## src/design/twv_ram.sv

```systemverilog
// ----------------------------------------------------------------------------
// twv_ram
// Generic simple dual-port RAM, one write port, one registered read port.
// ----------------------------------------------------------------------------
module twv_ram #(
    parameter int WIDTH = 8,
    parameter int DEPTH = 16
) (
    input  logic                     i_clk,
    input  logic                     i_we,
    input  logic [$clog2(DEPTH)-1:0] i_waddr,
    input  logic [WIDTH-1:0]         i_wdata,
    input  logic [$clog2(DEPTH)-1:0] i_raddr,
    output logic [WIDTH-1:0]         o_rdata
);

    logic [WIDTH-1:0] r_mem [DEPTH];
    logic [WIDTH-1:0] r_rdata;

    always_ff @(posedge i_clk) begin
        if (i_we) begin
            r_mem[i_waddr] <= i_wdata;
        end
        r_rdata <= r_mem[i_raddr];
    end

    assign o_rdata = r_rdata;

endmodule

```

## config.mk

```make
export PLATFORM = sky130hd
export DESIGN_NAME = twv_ram
export DESIGN_NICKNAME = d
export VERILOG_FILES = /design/src/design/twv_ram.sv
export SDC_FILE = /design/constraint.sdc
export NUM_CORES = 1
export LEC_CHECK = 0
export BUFFER_PORTS_ARGS = -buffer_cell sky130_fd_sc_hd__clkbuf_2
export CORE_MARGIN = 5
export CORE_UTILIZATION = 60
export CTS_CLUSTER_DIAMETER = 40
export DETAILED_ROUTE_END_ITERATION = 10
export PLACE_DENSITY = 0.88
export SYNTH_ARGS = -nofsm -noshare
export SYNTH_HDL_FRONTEND = slang
export SYNTH_SLANG_ARGS = --single-unit
```

## constraint.sdc

```tcl
create_clock -name i_clk -period 4 [get_ports i_clk]
set_clock_uncertainty 0.05 [all_clocks]
set_input_delay 1 -clock i_clk [delete_from_list [all_inputs] [get_ports i_clk]]
set_output_delay 1 -clock i_clk [all_outputs]
set_load 0.02 [all_outputs]
```

==> impl_metrics.yaml, run 1 <==
setup_path:
  r2r_end: "o_rdata[2]$_DFF_P_"
  worst_setup_path_endpoint: "o_rdata[2]$_DFF_P_"
  worst-endpoint-arrival_ns: 2.60
  cp_max_fo: 32
  reg2reg_slack_ns: 2.50
  timing.critical_path.from: "i_raddr[0]"
  worst_ep_required_time_ns: 4.34
  r2r.worst_path.cells: 3
  element_type_at_the_critical_path_start: "input port"
  critical_path.reg2reg.startpoint: "r_mem[1][2]$_DFFE_PP_"
  setup.worst_path.class: "input port to flip-flop"
  kind_of_end_point_of_the_critical_path: "flip-flop"
logic_synthesis:
  mappedNetlistNets: 247
  ys_ff_latch: 136
  synth_area_per_cell_um2: 22.48
  synthesis.instances: 229
  synth.distinct_cells: 19
  syn_area_mm2: 0.005147
  synth_warnings: 0
  synth_seq_area_share_pct: 77.78
clocking:
  buffer_levels_on_the_longest_clock_path: 2
  cts-buffers-inserted: 17
  worst_skew_pair.late_latency_ns: 0.52
  cts.root.buffer_cell: "clkbuf_8"
  htree_levels: 4
  path_clk_slew_ns: 0.06
  post_cts.resized_instances: 0
  cts_setup_buffers: 0
  tritoncts: "done"
  clock_sinks: 136
  post_cts_hold_buffer_count: 0
placement:
  count_of_input_and_output_buffers: 25
  place_congestion: 0.7855
  detailedPlacementHpwl_um: 6054
sta:
  slew_violations: 0
  fmax_mhz: 443.1
  timing_worst_slew_pin_value_ns: 1.122
  unrepaired_setup_endpoints_after_global_routing: "no"
  timing.setup.tns_ns: 0
  fin_crit_ns: 2.257
  report.final.hold_viol_count: 0
  max-slew-margin-rel_pct: 24.92
  layout_worst_path_cycle_share_pct: 56.43
  finalSetupViolations: 0
drt:
  wire_per_inst_um: 26.73
  drt_iter0_drc: 258
  drc: 0
  first_pass_drt_iterations: 5
  route.antenna.remaining_nets: 0
  post_detailed_routing_wire_length_um: 10320
  avgViaCountPerCell: 6.624
  route.vias.total: 2557
pwr:
  totalPowerFinal_mw: 3.253
  p_leak_nw: 2.000
  vdd_ir_drop_max_mv: 0.4679
  power.density_mw_per_mm2: 548.4
floorplan:
  fp.dieW_um: 102.6
  floorplan.die.height_um: 102.6
  floorplan.io_pins: 26
  std_cell_rows: 33
  floorplan.core_area_mm2: 0.008299
  initial_utilization_pct: 62.02
  die_area_mm2: 0.01053
final_layout:
  fill_cells: 457
  drive_above_1_share_pct: 28.47
  design.final.nets: 286
  antenna_cells: 0
  area_growth_synth_to_finish_pct: 15.24
global_routing:
  grt_first_pass_wirelength_um: 15880
  grt_start_max_net_pins: 33
  grt_antenna_before_repair: 0
  grt.total_usage_pct: 22.34
  globalRouteOverflowTotal: 0
  grt_pass1_vias: 2598
worst_hold_path:
  hp-class: "flip-flop to flip-flop"
  min_from: "r_mem[7][0]$_DFFE_PP_"
run:
  cap_violations: 0
run_status:
  outcome: "finished clean"
## Yosys cell counts
| master | n | area share (%) |
|---|---|---|
| a22oi_1 | 16 | 2.3 |
| and2_1 | 1 | 0.12 |
| and2b_1 | 1 | 0.15 |
| buf_2 | 3 | 0.29 |
| buf_4 | 1 | 0.15 |
| buf_6 | 3 | 0.66 |
| clkdlybuf4s25_2 | 3 | 0.58 |
| dfxtp_1 | 8 | 3.1 |
| edfxtp_1 | 128 | 75 |
| mux4_1 | 14 | 7.1 |
| mux4_2 | 18 | 7.9 |
| nand2_1 | 9 | 0.66 |
| nand2b_1 | 2 | 0.24 |
| nand3_1 | 1 | 0.097 |
| nand3b_1 | 2 | 0.29 |
| nor2_1 | 13 | 0.95 |
| nor2b_1 | 1 | 0.12 |
| nor3_1 | 4 | 0.39 |
| or3b_2 | 1 | 0.17 |
## critical path, stage by stage
cell and delay, ns:
clkbuf_2 0.08, buf_4 0.47, mux4_1 0.67, a22oi_1 0.25, nand2_1 0.11
## cell type report
class                   count  area, µm²  area share (%)
multi-input cells          83       1057           17.82
repair buffers             30      162.7           2.742
flip-flops and latches    136       4004           67.50
well taps                 105      131.4           2.215
clock buffers              19      431.7           7.277
clock inverters            13      145.1           2.447
## layout by cell type (no fill, tap or decap), drive strengths merged
cell      synthesis  routed
nand2b            2       2
clkinvlp          0       3
buf               7       5
nor2             13      13
mux4             32      32
or3b              1       1
bufinv            0       2
and2              1       1
nor3              4       4
nand2             9       9
nor2b             1       1
dfxtp             8       8
a22oi            16      16
clkbuf            0      44
edfxtp          128     128
and2b             1       1
clkinv            0       4
inv               0       4
nand3b            2       2
nand3             1       1
## sequential cells by signal, summed over array words and instances (netlist names)
register,count
r_mem,128
o_rdata,8
## through the flow
step | hold slack, ns | util [%] | instance area [µm²] | cells | setup WS, ns
CTS | 0.6160 | 71.48 | 5932 | 386 | 1.720
floorplan | 0.5793 | - | 5147 | 229 | 1.457
detailed placement | 0.6090 | 64.53 | 5355 | 354 | 1.192
finish | 0.6134 | 71.48 | 5932 | 386 | 1.743
global route | 0.6449 | 71.48 | 5932 | 386 | 1.637
global placement | 0.5923 | 64.53 | 5355 | 354 | 1.232
## per-layer routing
metal | vias up | global-route usage [%] | share of wire, %
li1 | 1051 | - | -
met1 | 1336 | 32.14 | 40
met2 | 154 | 34.21 | 50
met3 | 16 | 4.939 | 8.2
met4 | 0 | 8.577 | 1.3
met5 | - | 0 | 0
## where the power goes
part	switching (mW)	internal, mW	leakage (nW)
Clock	0.589	0.910	0.276
Sequential	0.0115	1.59	1.22
Combinational	0.0911	0.0578	0.500
## worst min-delay path by stage
stage                     slack, ns  cells after the start                 end
after floorplan                0.58                      3  o_rdata[0]$_DFF_P_
after global placement         0.59                      3  o_rdata[0]$_DFF_P_
after detailed placement       0.61                      3  o_rdata[0]$_DFF_P_
after CTS                      0.62                      3  o_rdata[0]$_DFF_P_
after global routing           0.64                      3  o_rdata[0]$_DFF_P_
final                          0.61                      3  o_rdata[0]$_DFF_P_
## cells by family (layout without fill, tap and decap cells)
group | after synthesis | after routing | synth area share, %
multiplexers | 32 | 32 | 15.02
buffers and inverters | 10 | 62 | 1.677
flip-flops | 136 | 136 | 77.78
AND/OR/NAND/NOR | 35 | 35 | 3.184
AO/OA/AOI/OAI | 16 | 16 | 2.334
Power figures use the tool's default switching activity.
==> run 2, diff against run 1 <==
- clock period: 4 -> 2.3 ns (I/O delays scaled with it)
==> run 2 against run 1 <==
Effect of this change:
- clock power grew 77%
- power grew 76%
- utilization grew 1.9 points
- critical path type is now flip-flop to output port
- largest cell class unchanged
==> impl_metrics.yaml, run 2 (synthesized netlist as in run 1, its figures left out) <==
setup_path:
  cp_max_fo: 1
  setup.worst_path.class: "flip-flop to output port"
  worst_ep_required_time_ns: 1.67
  kind_of_end_point_of_the_critical_path: "output port"
  timing.critical_path.cells: "clkbuf_2"
  critical_path.max_stage_delay_ns: 0.36
  cpLargestDelayFamily: "flip-flops"
  worst-endpoint-arrival_ns: 1.04
  element_type_at_the_critical_path_start: "flip-flop"
  worst_path_max_delay_cell: "dfxtp_1"
  critical_path.n_buffers_inverters: 1
clocking:
  post_cts.resized_instances: 0
  buffer_levels_on_the_longest_clock_path: 2
  tritoncts: "done"
  path_clk_slew_ns: 0.06
  clock_sinks: 136
  cts-buffers-inserted: 17
  post_cts_hold_buffer_count: 0
  worst_skew_pair.late_latency_ns: 0.50
  cts_setup_buffers: 0
  htree_levels: 4
  cts.root.buffer_cell: "clkbuf_8"
pwr:
  power_switching_mw: 1.187
  power.internal_mw: 4.535
  totalPowerFinal_mw: 5.722
  clock_share_of_power_pct: 46.3
  vdd_ir_drop_max_mv: 0.5819
  power.density_mw_per_mm2: 939.3
  power.combinational.fraction_pct: 4.9
  netSwitchingFraction_pct: 20.75
  p_leak_nw: 2.094
  seq_pwr_share_pct: 48.8
final_layout:
  fill_cells: 443
  design.final.nets: 302
  area_growth_synth_to_finish_pct: 18.35
  antenna_cells: 0
  drive_above_1_share_pct: 32.66
  layout.cells.most_common: "edfxtp_1"
  layout.cells.most_common_list: "edfxtp_1, clkbuf_2, buf_4, mux4_2"
  largest_register: "r_mem"
  finalCoreUtilization_pct: 73.41
  largest_register_ffs: 128
sta:
  final.hold.worst_slack_ns: 0.4461
  fmax_mhz: 599.3
  layout_worst_path_cycle_share_pct: 72.55
  fin_crit_ns: 1.669
  report.final.hold_viol_count: 0
  slew_violations: 0
  timing_worst_slew_pin_value_ns: 0.6309
  timing.setup.tns_ns: 0
  finalSetupViolations: 0
  unrepaired_setup_endpoints_after_global_routing: "no"
  max-slew-margin-rel_pct: 57.79
global_routing:
  grt_start_max_net_pins: 28
  globalRouteOverflowTotal: 0
  grt_first_pass_wirelength_um: 15910
  grt_pass1_vias: 2611
  grt.total_usage_pct: 22.07
  grt_antenna_before_repair: 0
drt:
  drt_iter0_drc: 277
  post_detailed_routing_wire_length_um: 10500
  route.antenna.remaining_nets: 0
  wire_per_inst_um: 26.12
  first_pass_drt_iterations: 6
  drc: 0
  route.vias.total: 2577
  avgViaCountPerCell: 6.410
floorplan:
  std_cell_rows: 33
  die_area_mm2: 0.01053
  floorplan.io_pins: 26
  floorplan.core_area_mm2: 0.008299
  floorplan.die.height_um: 102.6
  initial_utilization_pct: 62.02
  fp.dieW_um: 102.6
placement:
  place_congestion: 0.7408
  count_of_input_and_output_buffers: 25
  detailedPlacementHpwl_um: 6730
run:
  cap_violations: 0
run_status:
  outcome: "finished clean"
worst_hold_path:
  hp-class: "input port to flip-flop"
[run 2: power by group through the flow]
stage	Combinational, mW	Clock (mW)	Sequential [mW]
2_1_floorplan	0.141	0	2.85
3_3_place_gp	0.263	0	2.84
3_5_place_dp	0.279	0	2.84
4_1_cts	0.283	2.68	2.79
5_1_grt	0.298	2.81	2.79
6_report	0.280	2.65	2.79
[run 2: final timing paths]
check                           depth (start not counted)              startpoint                endpoint  slack, ns
worst min register to register                          3  r_mem[14][2]$_DFFE_PP_      o_rdata[2]$_DFF_P_       0.63
worst max-delay path                                    1      o_rdata[4]$_DFF_P_              o_rdata[4]       0.63
worst min-delay path                                    1              i_wdata[7]  r_mem[12][7]$_DFFE_PP_       0.45
worst max register to register                          3   r_mem[0][0]$_DFFE_PP_      o_rdata[0]$_DFF_P_       0.88
[run 2: metrics by stage]
stage | instances | cell area, µm² | setup WS (ns)
after floorplan | 229 | 5147 | 0.1821
after global placement | 370 | 5500 | 0.2330
after detailed placement | 370 | 5500 | 0.1570
after CTS | 402 | 6092 | 0.5892
after global routing | 402 | 6092 | 0.5807
final | 402 | 6092 | 0.6314
[run 2: cell type report]
class | count | area (µm²) | share of cell area, %
Multi-Input combinational cell | 83 | 1057 | 17.35
Timing Repair Buffer | 46 | 307.8 | 5.052
Tap cell | 105 | 131.4 | 2.157
Sequential cell | 136 | 4004 | 65.72
Clock buffer | 17 | 414.1 | 6.798
Clock inverter | 15 | 177.7 | 2.916
[run 2: per-layer routing]
metal / GRT usage, % / part of all wire, % / wire length, µm
met1: 29.67 / 39 / 4054
met2: 35.90 / 52 / 5480
met3: 4.939 / 7.8 / 823
met4: 8.375 / 1.4 / 143
met5: 0 / 0 / 0
