## config.mk

```make
export PLATFORM = sky130hd
export DESIGN_NAME = twv_accum
export DESIGN_NICKNAME = d
export VERILOG_FILES = /design/src/design/twv_pkg.sv /design/src/design/twv_accum.sv
export SDC_FILE = /design/constraint.sdc
export NUM_CORES = 1
export LEC_CHECK = 0
export BUFFER_PORTS_ARGS = -buffer_cell sky130_fd_sc_hd__buf_2
export CORE_MARGIN = 3
export CORE_UTILIZATION = 44
export CTS_CLUSTER_DIAMETER = 100
export CTS_CLUSTER_SIZE = 28
export DETAILED_ROUTE_END_ITERATION = 8
export PLACE_DENSITY = 0.74
export SKIP_LAST_GASP = 1
export SYNTH_ARGS = -nofsm -noshare
export SYNTH_HDL_FRONTEND = slang
export SYNTH_SLANG_ARGS = --single-unit
```

## constraint.sdc

```tcl
create_clock -name i_clk -period 6.3 [get_ports i_clk]
set_clock_uncertainty 0.2 [all_clocks]
set_input_delay 1.26 -clock i_clk [delete_from_list [all_inputs] [get_ports i_clk]]
set_output_delay 1.26 -clock i_clk [all_outputs]
set_load 0.01 [all_outputs]
```

## src/design/twv_pkg.sv

```systemverilog
// ----------------------------------------------------------------------------
// twv_pkg
// Shared sizes and types for the trapped water volume block.
// ----------------------------------------------------------------------------
package twv_pkg;

    localparam int MAX_COLUMNS   = 1024;
    localparam int HEIGHT_BITS   = 16;
    localparam int POS_BITS      = $clog2(MAX_COLUMNS);
    localparam int CNT_BITS      = $clog2(MAX_COLUMNS + 1);
    localparam int ENTRY_BITS    = POS_BITS + HEIGHT_BITS;
    localparam int WATER_BITS    = 26;
    localparam int PROD_BITS     = POS_BITS + HEIGHT_BITS;
    localparam int ACC_BITS      = ((PROD_BITS > WATER_BITS) ? PROD_BITS : WATER_BITS) + 1;
    localparam int IN_DATA_BITS  = 16;
    localparam int OUT_DATA_BITS = 32;

    localparam logic [WATER_BITS-1:0] WATER_MAX = '1;

    // commands from the stack controller to the water accumulator
    typedef struct packed {
        logic op_valid;
        logic clear;
    } t_acc_cmd;

endpackage

```

## src/design/twv_accum.sv

```systemverilog
// ----------------------------------------------------------------------------
// twv_accum
// Width times depth product stage followed by a saturating water total.
// ----------------------------------------------------------------------------
module twv_accum (
    input  logic                         i_clk,
    input  logic                         i_rst_n,
    input  twv_pkg::t_acc_cmd            i_cmd,
    input  logic [twv_pkg::POS_BITS-1:0]    i_width,
    input  logic [twv_pkg::HEIGHT_BITS-1:0] i_depth,
    output logic [twv_pkg::WATER_BITS-1:0]  o_sum,
    output logic                         o_busy
);
    import twv_pkg::*;

    logic [PROD_BITS-1:0]  r_prod;
    logic                  r_prod_valid;
    logic [WATER_BITS-1:0] r_sum;
    logic [ACC_BITS-1:0]   sum_ext;

    assign sum_ext = ACC_BITS'(r_sum) + ACC_BITS'(r_prod);

    always_ff @(posedge i_clk) begin
        if (!i_rst_n) begin
            r_prod_valid <= 1'b0;
            r_sum        <= '0;
        end else begin
            r_prod_valid <= i_cmd.op_valid;
            if (i_cmd.op_valid) begin
                r_prod <= PROD_BITS'(i_width) * PROD_BITS'(i_depth);
            end
            if (i_cmd.clear) begin
                r_sum <= '0;
            end else if (r_prod_valid) begin
                // saturate instead of wrapping
                if (sum_ext > ACC_BITS'(WATER_MAX)) begin
                    r_sum <= WATER_MAX;
                end else begin
                    r_sum <= sum_ext[WATER_BITS-1:0];
                end
            end
        end
    end

    assign o_sum  = r_sum;
    assign o_busy = r_prod_valid;

endmodule

```

==> results of run 1 <==
-- sequential cells by signal (all words and copies together), names as in the netlist --
signal	count
r_prod	26
o_busy	1
o_sum	26
-- cell usage in the layout, fill, tap and decap left out, types with 3 or more instances in the layout --
cell type,netlist,layout
inv_1,145,143
nand2_1,112,110
fa_1,111,108
ha_1,87,81
buf_4,0,74
and2_1,73,67
a21oi_1,57,51
buf_2,0,42
o21ai_0,40,39
xnor2_1,27,27
dfxtp_1,27,27
edfxtp_1,26,26
nor2_1,21,20
a21o_1,19,19
xor2_1,13,13
o21a_1,11,11
a21oi_2,2,8
nand3_1,8,8
nor3_1,8,8
clkbuf_4,0,8
o21bai_1,7,7
buf_6,2,7
and2_4,0,6
a211oi_1,6,6
or2_2,6,6
ha_4,0,5
clkbuf_16,0,5
nand2b_1,4,4
or3_1,4,4
o41ai_2,0,3
nand4_1,3,3
nor2b_1,3,3
o211ai_1,3,3
o31ai_1,3,3
a31oi_1,3,3
fa_2,0,3
-- layout make-up --
type / instances / area (um2) / area share [%]
multi-input cells: 660 / 6140 / 65.5
clock buffers: 6 / 129 / 1.37
flip-flops and latches: 53 / 1320 / 14.1
clock inverters: 2 / 33.8 / 0.360
inverters: 145 / 544 / 5.81
well taps: 225 / 282 / 3.00
repair buffers: 132 / 925 / 9.87
-- critical path: cells and delay by family --
family | cells | cell delay [ps]
AO/OA/AOI/OAI | 7 | 1280
XOR/XNOR | 1 | 120
adder cells (fa/ha/maj) | 6 | 2770
buffers and inverters | 6 | 430
AND/OR/NAND/NOR | 1 | 80
-- per-layer routing --
layer | global-route usage [%] | vias up | routed length [um]
met5 | 0 | - | 0
met1 | 25.7 | 3025 | 8230
li1 | - | 3095 | -
met3 | 1.83 | 9 | 715
met4 | 2.75 | 0 | 131
met2 | 30.7 | 133 | 8310
-- stage by stage --
stage	instances	hold slack, ps	TNS, ps	setup WS, ps
floorplan	889	356	0	8.10
global placement	1212	328	-639	-173
detailed placement	1212	335	-1160	-266
CTS	1220	348	0	40.8
global route	1223	379	-26.2	-24.0
finish	1223	346	0	190
-- worst max-delay path by stage --
stage                           from          to  slack, ps
final                     i_width[2]  r_prod[25]        190
after global placement    i_width[3]  r_prod[25]       -170
after global routing      i_width[3]  r_prod[24]        -20
after floorplan           i_depth[9]  r_prod[25]          8
after detailed placement  i_width[3]  r_prod[25]       -270
after CTS                 i_width[3]  r_prod[25]         40
-- power by group through the flow --
stage / Combinational, uW / Clock, uW / Sequential [uW]
after floorplan: 2210 / 0 / 596
after global placement: 3000 / 0 / 609
after detailed placement: 3060 / 0 / 609
after CTS: 3090 / 307 / 602
after global routing: 3700 / 321 / 609
final: 3240 / 301 / 602
-- cells by family after synthesis --
kind of cell | Yosys count | synth area share [%]
compound gates | 171 | 13.6
simple gates | 251 | 15.5
fa+ha+maj | 198 | 41.5
flops | 53 | 16.6
xor+xnor | 40 | 4.39
buf+inv | 176 | 8.47
-- what timing repair did --
| action | CTS | global route |
|---|---|---|
| endpoints found under the setup margin | 0 | 6 |
| hold buffers | 0 | 0 |
| resized for setup | 0 | 46 |
| buffers inserted | 0 | 3 |
==> results.py, run 1 <==
metrics = {
    "placement": {
        "hpwl_mm": 14.7,
        "place_area_um2": 9050,
        "place_congestion": 0.890,
        "portBuffers": 56,
    },
    "synth": {
        "synth_common_cells": "inv_1, nand2_1, fa_1",
        "yosysWarnings": 0,
        "postSynthCellCount": 889,
        "avgSynthCellArea_um2": 8.98,
        "yosys.area.top_type": "fa_1",
        "ys.flop_type": "dfxtp_1",
        "async_flop_share_pct": 0,
        "synth_cell_types": 53,
        "synth-seq-cells": 53,
        "syn_nets": 1117,
        "synth_top_area_share_pct": 27.8,
        "synthTopCellsByArea": "fa_1, ha_1, edfxtp_1",
        "yosysMostFrequentCell": "inv_1",
        "synth_edf_count": 26,
        "synth.cell_area_um2": 7980,
        "ys_seq_area_share_pct": 16.6,
    },
    "grt": {
        "grt.total_usage_pct": 18.1,
        "grt_pass1_vias": 6401,
        "antenna_found_initial": 0,
        "grt_max_degree": 29,
        "grt_overflow": 0,
        "grt_pass1_wl_mm": 30.3,
    },
    "power_and_ir_drop": {
        "internal_power_uw": 2360,
        "clockPowerShare_pct": 7.3,
        "swShare_pct": 42.9,
        "power.switching_uw": 1780,
        "p_comb_share_pct": 78.2,
        "p_leak_uw": 0.00476,
        "power_uw": 4140,
        "seq_power_share_pct": 14.5,
        "p_per_area_nw_per_um2": 442,
        "max-vdd-ir-drop_uv": 392,
    },
    "setup_path": {
        "cp_data_arrival_time_ps": 5940,
        "worstSetupPathType": "in -> reg",
        "critPathLaunchType": "input port",
        "reg2reg_depth": 11,
        "critPathRequiredTime_ps": 6130,
        "crit_slowest_cell": "fa_1",
        "crit_path_end_kind": "flop",
        "timing.rr.start": "r_prod[0]",
        "r2r_setup_slack_ps": 2760,
        "r2r-end": "o_sum[9]",
        "path_max_fanout": 6,
        "cp_cell_sequence": "clkbuf_4, nand2_1, fa_1, inv_1, fa_1, inv_1, fa_1, inv_1, fa_1, inv_1, fa_1, inv_1, ha_4, a21oi_2, o21ai_1, a2111o_1, o221ai_2, a21oi_2, a41o_1, o41ai_2, xnor2_1",
        "slowest_delay_ps": 530,
    },
    "cells_and_area": {
        "diodes": 0,
        "syn_to_final_growth_pct": 17.4,
        "drive_gt1_share_pct": 18.6,
        "layout.nets": 1225,
        "fillers": 1568,
        "stdcell_area_um2": 9370,
        "fin_util_pct": 53.4,
    },
    "route": {
        "drc": 0,
        "ant_nets": 0,
        "vias": 6262,
        "dr.pass1.iters": 4,
        "wire_per_inst_um": 14.2,
        "drtIter0Drc": 240,
        "wirelength_mm": 17.4,
        "viasPerCell": 5.12,
    },
    "hold_path": {
        "hp-start": "o_sum[23]",
        "holdPathEnd": "o_sum[23]",
        "hold_path.class": "reg -> reg",
        "hold_depth": 2,
    },
    "clocking": {
        "clkTransAtPathRegs_ps": 70,
        "clkLatencyLatePin_ps": 290,
        "cts_root_buffer": "clkbuf_16",
        "cts.sinks": 53,
        "cts.htree.levels": 2,
        "cts_tree": "built",
        "clk_path_buf_depth": 2,
        "cts_buffers": 5,
    },
    "outcome": {
        "status": "finished clean",
    },
    "timing": {
        "fmax_mhz": 164,
        "tightestPinTransition_ps": 1120,
        "setup_viol": 0,
        "period_needed_ps": 6110,
        "finalMaxSlewViolations": 0,
        "hold_viol": 0,
        "fin_crit_sh_pct": 97.0,
        "relSlewSlack_pct": 25.3,
    },
    "floorplan": {
        "start_util_pct": 45.5,
        "rows": 48,
        "boundaryPins": 57,
        "design.die.area_um2": 19800,
        "dieHeight_um": 141,
        "design.core.area_um2": 17500,
        "die_w_um": 141,
    },
    "flow_run": {
        "drv_cap": 0,
    },
}
Power figures use the tool's default switching activity.
==> inputs of run 2 (changes only) <==
--- a/config.mk
+++ b/config.mk
@@ -7,11 +7,11 @@
 export LEC_CHECK = 0
 export BUFFER_PORTS_ARGS = -buffer_cell sky130_fd_sc_hd__buf_2
 export CORE_MARGIN = 3
-export CORE_UTILIZATION = 44
+export CORE_UTILIZATION = 42
 export CTS_CLUSTER_DIAMETER = 100
 export CTS_CLUSTER_SIZE = 28
 export DETAILED_ROUTE_END_ITERATION = 8
-export PLACE_DENSITY = 0.74
+export PLACE_DENSITY = 0.71
 export SKIP_LAST_GASP = 1
 export SYNTH_ARGS = -nofsm -noshare
 export SYNTH_HDL_FRONTEND = slang
==> run 2 against run 1 <==
Routed wire length increased by 3.4%. Register-to-register slack got worse by 60 ps. Die area increased by 4.5%. Power increased by 0.17%. Utilization decreased by 2.1 points. First-iteration DRC count increased by 18%. Hold slack got worse by 5.4 ps. Fmax decreased by 1.2%. Clock power decreased by 8.0%. Cell count increased by 0.98%. Critical path depth decreased by 4. Sequential power about the same.
==> results.py, run 2 (synthesis results as in run 1) <==
metrics = {
    "setup_path": {
        "crit_slowest_cell": "fa_1",
        "slowest_delay_ps": 580,
        "worstSetupPathType": "in -> reg",
        "cp_cell_sequence": "clkbuf_4, and2_1, fa_1, inv_1, fa_1, fa_1, fa_1, fa_1, inv_2, ha_4, a21o_1, a2111o_1, o221ai_2, a21oi_2, a41o_1, o41ai_2, xnor2_1",
        "cp_data_arrival_time_ps": 6030,
        "critPathLaunchType": "input port",
        "path_common_cell": "fa_1",
        "path_max_fanout": 10,
        "path_delay_family": "adder cells",
        "critPathLaunch": "i_width[4]",
        "critPathRequiredTime_ps": 6140,
        "critPathBufInv": 3,
        "crit_path_end_kind": "flop",
        "timing.rr.start": "r_prod[7]",
    },
    "power_and_ir_drop": {
        "p_per_area_nw_per_um2": 441,
        "max-vdd-ir-drop_uv": 328,
        "p_leak_uw": 0.00477,
    },
    "cells_and_area": {
        "fin_util_pct": 51.3,
        "fillers": 1709,
        "layout.nets": 1233,
        "final_common_cell": "inv_1",
        "stdcell_area_um2": 9410,
        "drive_gt1_share_pct": 19.4,
        "diodes": 0,
        "mostFrequentLayoutCells": "inv_1, nand2_1, fa_1",
        "area.sequential_um2": 1320,
        "multiInputGateArea_um2": 6150,
        "syn_to_final_growth_pct": 17.9,
    },
    "grt": {
        "grt_max_degree": 29,
        "grt_pass1_vias": 6508,
        "grt.total_usage_pct": 17.9,
        "grt_overflow": 0,
        "antenna_found_initial": 0,
        "grt_pass1_wl_mm": 30.7,
    },
    "placement": {
        "hpwl_mm": 15.2,
        "place_area_um2": 9110,
        "portBuffers": 56,
        "place_congestion": 0.900,
    },
    "timing": {
        "setup_viol": 0,
        "finalSetupTns_ps": 0,
        "period_needed_ps": 6190,
        "finalMaxSlewViolations": 0,
        "relSlewSlack_pct": 25.5,
        "fmax_mhz": 162,
        "tightestPinTransition_ps": 1120,
        "fin_crit_sh_pct": 98.2,
        "hold_viol": 0,
    },
    "clocking": {
        "cts.sinks": 53,
        "clkTransAtPathRegs_ps": 70,
        "cts_tree": "built",
        "cts.htree.levels": 2,
        "cts_root_buffer": "clkbuf_16",
        "cts_buffers": 5,
        "clkLatencyLatePin_ps": 300,
        "clk_path_buf_depth": 2,
        "hold_buffers": 0,
    },
    "route": {
        "ant_nets": 0,
        "vias": 6366,
        "viasPerCell": 5.15,
        "drc": 0,
        "dr.pass1.iters": 4,
        "drtIter0Drc": 283,
        "wire_per_inst_um": 14.6,
        "wirelength_mm": 18.0,
    },
    "floorplan": {
        "die_w_um": 144,
        "dieHeight_um": 144,
        "design.core.area_um2": 18300,
        "start_util_pct": 43.5,
        "boundaryPins": 57,
        "rows": 49,
        "design.die.area_um2": 20700,
    },
    "hold_path": {
        "hp-start": "o_sum[18]",
        "hold_path.class": "reg -> reg",
    },
    "flow_run": {
        "drv_cap": 0,
    },
    "outcome": {
        "status": "finished clean",
    },
}
run 2: cell count changes in the layout (fill, tap and decap cells not counted), moves of 2 or more:
cell / previous run / this run
and2_1: 67 / 71
buf_4: 74 / 84
buf_6: 7 / 4
buf_2: 42 / 44
and2_4: 6 / 2
inv_6: 0 / 2
run 2: path summary, 6_finish.rpt:
| check | endpoint | slack, ps | cells after the start |
|---|---|---|---|
| max | r_prod[23] | 110 | 17 |
| min | o_sum[18] | 340 | 2 |
| max reg2reg | o_sum[0] | 2700 | 9 |
| min reg2reg | o_sum[18] | 340 | 2 |
run 2: through the flow:
| step | hold slack, ps | total power [uW] | setup WS, ps | instances |
|---|---|---|---|---|
| after CTS | 345 | 4010 | 8.65 | 1233 |
| final | 341 | 4150 | 115 | 1235 |
| after detailed placement | 334 | 3700 | -315 | 1225 |
| after global placement | 329 | 3620 | -231 | 1225 |
| after floorplan | 356 | 2810 | 8.10 | 889 |
| after global routing | 363 | 4640 | -17.5 | 1235 |
run 2: routing by layer:
layer	part of all wire, %	track usage, %	vias up
met5	0	0	-
met4	1.2	3.52	0
met3	3.8	1.33	15
met2	47	30.9	141
met1	48	24.8	3096
li1	-	-	3114
run 2: worst min-delay path, stage by stage, from the launching register on:
cell     delay (ps)
dfxtp_1         320
o21ai_0         140
a21oi_1          40
run 2: what timing repair did:
action | CTS | global route
pin swaps | 0 | 28
endpoints found under the setup margin | 1 | 5
resized for setup | 1 | 38
endpoints found under the hold margin | 0 | 0
buffers inserted | 0 | 2
run 2: where the power goes:
part	leakage [uW]	switching [uW]	internal, uW
Sequential	0.000461	37.0	566
Combinational	0.00424	1650	1620
Clock	0.0000708	127	150
run 2: cell type report:
| type | instances | area share (%) |
|---|---|---|
| repair buffers | 140 | 10.2 |
| clock inverters | 3 | 0.266 |
| flip-flops and latches | 53 | 14.0 |
| multi-input cells | 660 | 65.4 |
| clock buffers | 5 | 1.33 |
| well taps | 229 | 3.05 |
| inverters | 145 | 5.79 |
